`config.mk`:
```
export PLATFORM = sky130hd
export DESIGN_NAME = rgb_pixel_point_ops
export DESIGN_NICKNAME = d
export VERILOG_FILES = /design/src/design/rgbpo_pkg.sv /design/src/design/rgb_pixel_point_ops.sv
export SDC_FILE = /design/constraint.sdc
export NUM_CORES = 2
export LEC_CHECK = 0
export ABC_AREA = 0
export BUFFER_PORTS_ARGS = -buffer_cell sky130_fd_sc_hd__buf_2
export CORE_AREA = 10 10 221 244
export CTS_BUF_LIST = sky130_fd_sc_hd__clkbuf_16
export DETAILED_ROUTE_END_ITERATION = 8
export DIE_AREA = 0 0 231 254
export PLACE_DENSITY = 0.71
export SLEW_MARGIN = 0
export SYNTH_ARGS = -nofsm -noshare
export SYNTH_HDL_FRONTEND = slang
export SYNTH_SLANG_ARGS = --single-unit
```
`constraint.sdc`:
```
create_clock -name aclk -period 12.4 [get_ports aclk]
set_input_delay 1.24 -clock aclk [delete_from_list [all_inputs] [get_ports aclk]]
set_output_delay 1.24 -clock aclk [all_outputs]
set_load 0.01 [all_outputs]
```
`src/design/rgbpo_pkg.sv`:
```
`timescale 1ns / 1ps
`default_nettype none
// ----------------------------------------------------------------------------
// rgbpo_pkg
// Operation codes, filter choices and fixed-point weights for the RGB
// point-operation unit.
// ----------------------------------------------------------------------------
package rgbpo_pkg;

    localparam int unsigned ChanW   = 8;
    localparam int unsigned ModeW   = 3;
    localparam int unsigned FiltW   = 4;
    localparam int unsigned WeightW = 9;
    localparam int unsigned CfgIdxW = 8;
    localparam int unsigned CfgW    = 9;

    typedef logic [ChanW-1:0] chan_t;

    // Operation codes held in op_mode
    localparam logic [ModeW-1:0] OP_PASS     = 3'd0;
    localparam logic [ModeW-1:0] OP_FILTER   = 3'd1;
    localparam logic [ModeW-1:0] OP_NEGATIVE = 3'd2;
    localparam logic [ModeW-1:0] OP_GRAY     = 3'd3;
    localparam logic [ModeW-1:0] OP_SUBTRACT = 3'd4;
    localparam logic [ModeW-1:0] OP_AVERAGE  = 3'd5;
    localparam logic [ModeW-1:0] OP_BLEND    = 3'd6;

    // Filter choices
    localparam logic [FiltW-1:0] FILT_RED     = 4'd1;
    localparam logic [FiltW-1:0] FILT_GREEN   = 4'd2;
    localparam logic [FiltW-1:0] FILT_BLUE    = 4'd3;
    localparam logic [FiltW-1:0] FILT_CYAN    = 4'd4;
    localparam logic [FiltW-1:0] FILT_MAGENTA = 4'd5;
    localparam logic [FiltW-1:0] FILT_YELLOW  = 4'd6;
    localparam logic [FiltW-1:0] FILT_WHITE   = 4'd7;
    localparam logic [FiltW-1:0] FILT_BLACK   = 4'd8;

    // Register indexes on the configuration port
    localparam logic [CfgIdxW-1:0] REG_OP_MODE      = 8'd0;
    localparam logic [CfgIdxW-1:0] REG_FILTER       = 8'd1;
    localparam logic [CfgIdxW-1:0] REG_MAX_VALUE    = 8'd2;
    localparam logic [CfgIdxW-1:0] REG_BLEND_WEIGHT = 8'd3;

    // Luma weights over 65536
    localparam logic [15:0] GRAY_WR = 16'd19595;
    localparam logic [15:0] GRAY_WG = 16'd38470;
    localparam logic [15:0] GRAY_WB = 16'd7471;

    localparam logic [WeightW-1:0] BLEND_ONE = 9'd256;

    // Channel keep mask: bit 0 red, bit 1 green, bit 2 blue
    function automatic logic [2:0] filter_keep(input logic [FiltW-1:0] choice);
        logic [2:0] keep;
        case (choice)
            FILT_RED:     keep = 3'b001;
            FILT_GREEN:   keep = 3'b010;
            FILT_BLUE:    keep = 3'b100;
            FILT_CYAN:    keep = 3'b110;
            FILT_MAGENTA: keep = 3'b101;
            FILT_YELLOW:  keep = 3'b011;
            FILT_WHITE:   keep = 3'b111;
            FILT_BLACK:   keep = 3'b000;
            default:      keep = 3'b111;
        endcase
        return keep;
    endfunction

endpackage
`default_nettype wire

```
`src/design/rgb_pixel_point_ops.sv`:
```
`timescale 1ns / 1ps
`default_nettype none
// ----------------------------------------------------------------------------
// rgb_pixel_point_ops
// Per-pixel RGB operation unit: pass, color filter, negative, grayscale,
// subtract, average and blend over a pixel pair.
// ----------------------------------------------------------------------------
// Usage:
//   Input channel s_* carries a pixel pair (first and second pixel, 8-bit
//   channels) under s_valid / s_ready. Result channel m_* carries one output
//   pixel per input item under m_valid / m_ready.
//   Configuration is a plain write port (cfg_wr_en, cfg_index, cfg_wdata):
//   0 op_mode, 1 filter_choice, 2 max_value, 3 blend_weight; other indexes
//   are ignored. Write registers only while no item is in flight.
//   Pipeline: an accepted input enters the input register, then the result
//   register after one pass of per-channel arithmetic, where it is valid.
//   Throughput: one item per cycle; the pipeline advances whenever the
//   result register is empty or being taken.
//   Reset (aresetn low, synchronous): pipeline emptied, registers return to
//   op_mode 0, filter_choice 7, max_value 255, blend_weight 256.
//   Receiver stall: the result holds in place, the input register still
//   fills, then s_ready drops until m_ready returns.
// ----------------------------------------------------------------------------
module rgb_pixel_point_ops (
    input  wire                                  aclk,
    input  wire                                  aresetn,
    // configuration
    input  wire                                  cfg_wr_en,
    input  wire  [rgbpo_pkg::CfgIdxW-1:0]        cfg_index,
    input  wire  [rgbpo_pkg::CfgW-1:0]           cfg_wdata,
    // input channel
    input  wire                                  s_valid,
    output logic                                 s_ready,
    input  wire  [rgbpo_pkg::ChanW-1:0]          s_first_red,
    input  wire  [rgbpo_pkg::ChanW-1:0]          s_first_green,
    input  wire  [rgbpo_pkg::ChanW-1:0]          s_first_blue,
    input  wire  [rgbpo_pkg::ChanW-1:0]          s_second_red,
    input  wire  [rgbpo_pkg::ChanW-1:0]          s_second_green,
    input  wire  [rgbpo_pkg::ChanW-1:0]          s_second_blue,
    // result channel
    output logic                                 m_valid,
    input  wire                                  m_ready,
    output logic [rgbpo_pkg::ChanW-1:0]          m_out_red,
    output logic [rgbpo_pkg::ChanW-1:0]          m_out_green,
    output logic [rgbpo_pkg::ChanW-1:0]          m_out_blue
);
    import rgbpo_pkg::*;

    // configuration registers
    logic [ModeW-1:0]   op_mode_reg;
    logic [FiltW-1:0]   filter_choice_reg;
    chan_t              max_value_reg;
    logic [WeightW-1:0] blend_weight_reg;

    // input register
    logic  in_valid_reg;
    chan_t a_reg [3];
    chan_t b_reg [3];

    // result register
    logic  out_valid_reg;
    chan_t r_reg  [3];
    chan_t r_next [3];

    logic advance;
    logic in_take;

    assign advance = !out_valid_reg || m_ready;
    assign s_ready = !in_valid_reg || advance;
    assign in_take = s_valid && s_ready;

    always_ff @(posedge aclk) begin
        if (!aresetn) begin
            op_mode_reg       <= OP_PASS;
            filter_choice_reg <= FILT_WHITE;
            max_value_reg     <= 8'd255;
            blend_weight_reg  <= BLEND_ONE;
        end else if (cfg_wr_en) begin
            case (cfg_index)
                REG_OP_MODE:      op_mode_reg       <= cfg_wdata[ModeW-1:0];
                REG_FILTER:       filter_choice_reg <= cfg_wdata[FiltW-1:0];
                REG_MAX_VALUE:    max_value_reg     <= cfg_wdata[ChanW-1:0];
                REG_BLEND_WEIGHT: blend_weight_reg  <= cfg_wdata[WeightW-1:0];
                default: ;
            endcase
        end
    end

    // input stage
    always_ff @(posedge aclk) begin
        if (!aresetn) begin
            in_valid_reg <= 1'b0;
        end else if (s_ready) begin
            in_valid_reg <= s_valid;
        end
    end

    always_ff @(posedge aclk) begin
        if (in_take) begin
            a_reg[0] <= s_first_red;
            a_reg[1] <= s_first_green;
            a_reg[2] <= s_first_blue;
            b_reg[0] <= s_second_red;
            b_reg[1] <= s_second_green;
            b_reg[2] <= s_second_blue;
        end
    end

    // per-channel arithmetic
    logic [2:0]         keep;
    logic [23:0]        gray_sum;
    logic [WeightW-1:0] w_sat;
    logic [WeightW-1:0] w_inv;
    logic [16:0]        blend_sum [3];

    assign keep     = filter_keep(filter_choice_reg);
    assign gray_sum = 24'(GRAY_WR) * 24'(a_reg[0]) + 24'(GRAY_WG) * 24'(a_reg[1])
                    + 24'(GRAY_WB) * 24'(a_reg[2]);
    // clamp weights above one to one
    assign w_sat    = (blend_weight_reg > BLEND_ONE) ? BLEND_ONE : blend_weight_reg;
    assign w_inv    = BLEND_ONE - w_sat;

    always_comb begin
        for (int i = 0; i < 3; i++) begin
            blend_sum[i] = 17'(w_sat) * 17'(a_reg[i]) + 17'(w_inv) * 17'(b_reg[i]);
            case (op_mode_reg)
                OP_FILTER:   r_next[i] = keep[i] ? a_reg[i] : '0;
                OP_NEGATIVE: r_next[i] = max_value_reg - a_reg[i];
                OP_GRAY:     r_next[i] = gray_sum[23:16];
                OP_SUBTRACT: r_next[i] = (a_reg[i] > b_reg[i]) ? a_reg[i] - b_reg[i] : '0;
                OP_AVERAGE:  r_next[i] = 8'(({1'b0, a_reg[i]} + {1'b0, b_reg[i]}) >> 1);
                OP_BLEND:    r_next[i] = blend_sum[i][15:8];
                default:     r_next[i] = a_reg[i];
            endcase
        end
    end

    // result stage
    always_ff @(posedge aclk) begin
        if (!aresetn) begin
            out_valid_reg <= 1'b0;
        end else if (advance) begin
            out_valid_reg <= in_valid_reg;
        end
    end

    always_ff @(posedge aclk) begin
        if (advance && in_valid_reg) begin
            r_reg <= r_next;
        end
    end

    assign m_valid     = out_valid_reg;
    assign m_out_red   = r_reg[0];
    assign m_out_green = r_reg[1];
    assign m_out_blue  = r_reg[2];

endmodule
`default_nettype wire
```
==> results by group <==
Yosys
  • Cell area after synthesis: around 26,000 µm²
  • Netlist cell types: 86
  • Mapped Avg Cell Area: between 9 and 10 µm²
  • Post-synth EDFFs: 72
  • Top FF cell, synth: edfxtp_1
  • Synth cell count leaders: 688 x inv_1, 445 x fa_1, 404 x ha_1, 254 x nand2_1, 203 x and2_1
  • Yosys warning count: 0
  • Syn nets: 3,772
  • Yosys reg bits: just over 100
  • Cell count after synthesis: 2,853
  • Most numerous cell in the Yosys netlist: inv_1
  • Share of the synthesized area in the top cell type: approximately 34%
  • Post-synth top area cell: fa_1
  • Async S/R FF share, synth: 0%
  • Seq/Total Area, Yosys: 10.4%
  • Synth area leaders: fa_1 34%, ha_1 19%, inv_1 9.8%

Clocking
  • CTS root buffer: clkbuf_16
  • Worst-case clock buffer depth: 2
  • CTS tree: built
  • Cts hold-fix bufs: 0
  • Num CTS Buffers: 9
  • Clk sinks: 101
  • Clk_lat worst skew: between 0.4 and 0.5 ns
  • # Post-CTS Setup Buffers: 0
  • Post-CTS Resized: 0
  • Reg clk slew, reported paths: ~0.090 ns
  • Htree depth: 3

Critical path
  • Setup Crit Path Kind: register to register
  • Critical path buffers and inverters: 4
  • CP dominant cell by count: fa_1
  • Critical Path Max Stage Delay: a little over 0.9 ns
  • Delay-heaviest family, CP: adder cells
  • Startpoint types: register
  • Slowest cell on crit path: edfxtp_1
  • Crit path DAT: around 8.7 ns
  • Worst-path fanout max: 18
  • Crit end category: register
  • Worst EP required: 12.54 ns

Pwr
  • Comb pwr share: between 70% and 80%
  • Clk pwr share: between 10 and 15%
  • Sequential Power Share: between 10% and 20%
  • Power Density: between 100 and 150 nW/µm²
  • Sw power: between 0.0015 and 0.002 W
  • Switching share of total power: between 40% and 50%
  • Pwr Total: 0.00314 W
  • Maximum VDD drop: 0.234 mV
  • Pint: between 0.0015 and 0.002 W
  • Leakage power: about 15 nW

Route
  • Post-route ant nets: 0
  • Vias per cell: 5.63
  • DRC errors left: 0
  • Post-Route WL: 73,900 µm
  • Drt wl/cell: 20.8 µm
  • Via count of the routed design: 20,000
  • DRT Pass-1 Iters: 8
  • DRT iter0 DRCs: around 1,300
  • Met1 WL: around 29,000 µm
  • Top routing layer in use: met4
  • DR WL met3: between 4000 and 5000 µm
  • DR WL met2: about 37,000 µm

Floorplan
  • Die Width: ~230 µm
  • Initial core utilization: between 50 and 60%
  • Row cnt: 85
  • Die area: about 59,000 µm²
  • I/O pin count: 96
  • Die Span Y: around 250 µm
  • Core Area: approximately 49,000 µm²

STA
  • TNS Setup: 0 ns
  • Final worst slack: approximately 3.9 ns
  • Clk_skew: about 0.018 ns
  • Fin crit share: around 69%
  • Max-slew violation count: 0
  • RSZ-0062 raised after global routing: no
  • Final min period: ~8.5 ns
  • Final Setup Violations: 0
  • Slew @ Worst Pin: around 1.3 ns
  • Worst slew margin: between 10% and 20%
  • FMAX: between 100 and 150 MHz
  • Final hold vios: 0

Final layout
  • Fillers: 4,277
  • Fin nets: 3,813
  • Final Instance Count excl. Fillers: 3,552
  • Area delta synth->final: 5.88%
  • Multi-input gate area: between 20,000 and 25,000 µm²
  • FF+latch area: about 2700 µm²
  • Share of cells above drive strength 1: 6.66%

GRT
  • First-pass GRT wire length: 118,000 µm
  • Vias in the first global route: approximately 22,000
  • Initial antenna violation count: 1
  • Overflow after GRT: 0
  • Pin count of the biggest net entering global routing: 49
  • GR Util All Layers: 26.0%

Run
  • Max Cap Viol: 0

Place
  • Pre-CTS WS: ~3.9 ns
  • Placed insts: 3,535
  • Routability Congestion: between 0.9 and 1
  • Hpwl dp: a little under 60,000 µm
  • PortBufs: 95

Worst hold path
  • Hold crit path type: register to register

Status
  • Status: finished clean
==> layer usage <==
metal	global-route usage [%]	vias up
met5	0	-
met4	11.8	0
met3	3.70	208
met2	45.8	753
met1	31.0	10100
li1	-	8913
==> through the flow <==
step | utilization, % | hold WS (ns) | area (µm²)
after floorplan | - | 0.443 | 26500
after global placement | 56.8 | 0.459 | 27700
after detailed placement | 56.8 | 0.471 | 27700
after CTS | 57.5 | 0.493 | 28000
after global routing | 57.5 | 0.518 | 28000
final | 57.5 | 0.483 | 28000
==> final cells by class <==
| type | count | area share [%] |
|---|---|---|
| antenna | 1 | 0.00893 |
| clock buffer | 9 | 0.804 |
| clock inverter | 7 | 0.398 |
| inverter | 690 | 9.25 |
| multi-input combinational | 1968 | 74.4 |
| sequential | 101 | 9.79 |
| tap | 652 | 2.91 |
| timing repair buffer | 124 | 2.47 |
==> path summary, 6_finish.rpt <==
kind,startpoint,end,slack (ns),cells after the start
max,a_reg[0][9],m_out_green[7],3.89,29
min,filter_choice_reg[1],filter_choice_reg[1],0.48,2
max reg2reg,a_reg[0][9],m_out_green[7],3.89,29
min reg2reg,filter_choice_reg[1],filter_choice_reg[1],0.48,2
==> cells in the final DEF (no fill, tap or decap), types with 16 or more instances in the layout <==
cell type | synthesis | routed
mux2i_1 | 27 | 27
ha_1 | 404 | 404
nor2b_1 | 30 | 24
xor2_1 | 34 | 34
o21ai_0 | 34 | 34
a21oi_1 | 65 | 65
buf_2 | 3 | 95
and2_1 | 203 | 202
xnor2_1 | 85 | 82
nand3_1 | 16 | 16
nor2_1 | 101 | 101
nor3_1 | 25 | 25
inv_1 | 688 | 688
a21o_1 | 18 | 18
edfxtp_1 | 72 | 72
nand2_1 | 254 | 254
fa_1 | 445 | 445
dfxtp_1 | 29 | 29
buf_4 | 1 | 29
==> cells by family (layout without fill, tap and decap cells) <==
logic type / Yosys count / in the layout / share of synthesized area [%]
multiplexers: 28 / 28 / 1.06
XOR/XNOR: 119 / 119 / 3.94
AO/OA/AOI/OAI: 268 / 268 / 7.28
other: 0 / 1 / 0
buffers and inverters: 784 / 830 / 11.2
flip-flops: 101 / 101 / 10.4
AND/OR/NAND/NOR: 704 / 704 / 13.4
adder cells (fa/ha/maj): 849 / 849 / 52.8
==> worst register-to-register path, delay by kind of cell (launching register included) <==
family          cells  cell delay (ns)
compound gates     13             2.48
xor+xnor            1             0.17
fa+ha+maj           8             3.64
buf+inv             4             0.50
flops               1             0.93
mux                 1             0.25
simple gates        2             0.30
==> power groups by stage <==
stage	combinational, W	clock, W	sequential [W]
finish	0.00236	0.000361	0.000417
global route	0.00270	0.000375	0.000419
CTS	0.00237	0.000365	0.000416
detailed placement	0.00234	0	0.000424
global placement	0.00226	0	0.000423
floorplan	0.00182	0	0.000405
Power figures use the tool's default switching activity.
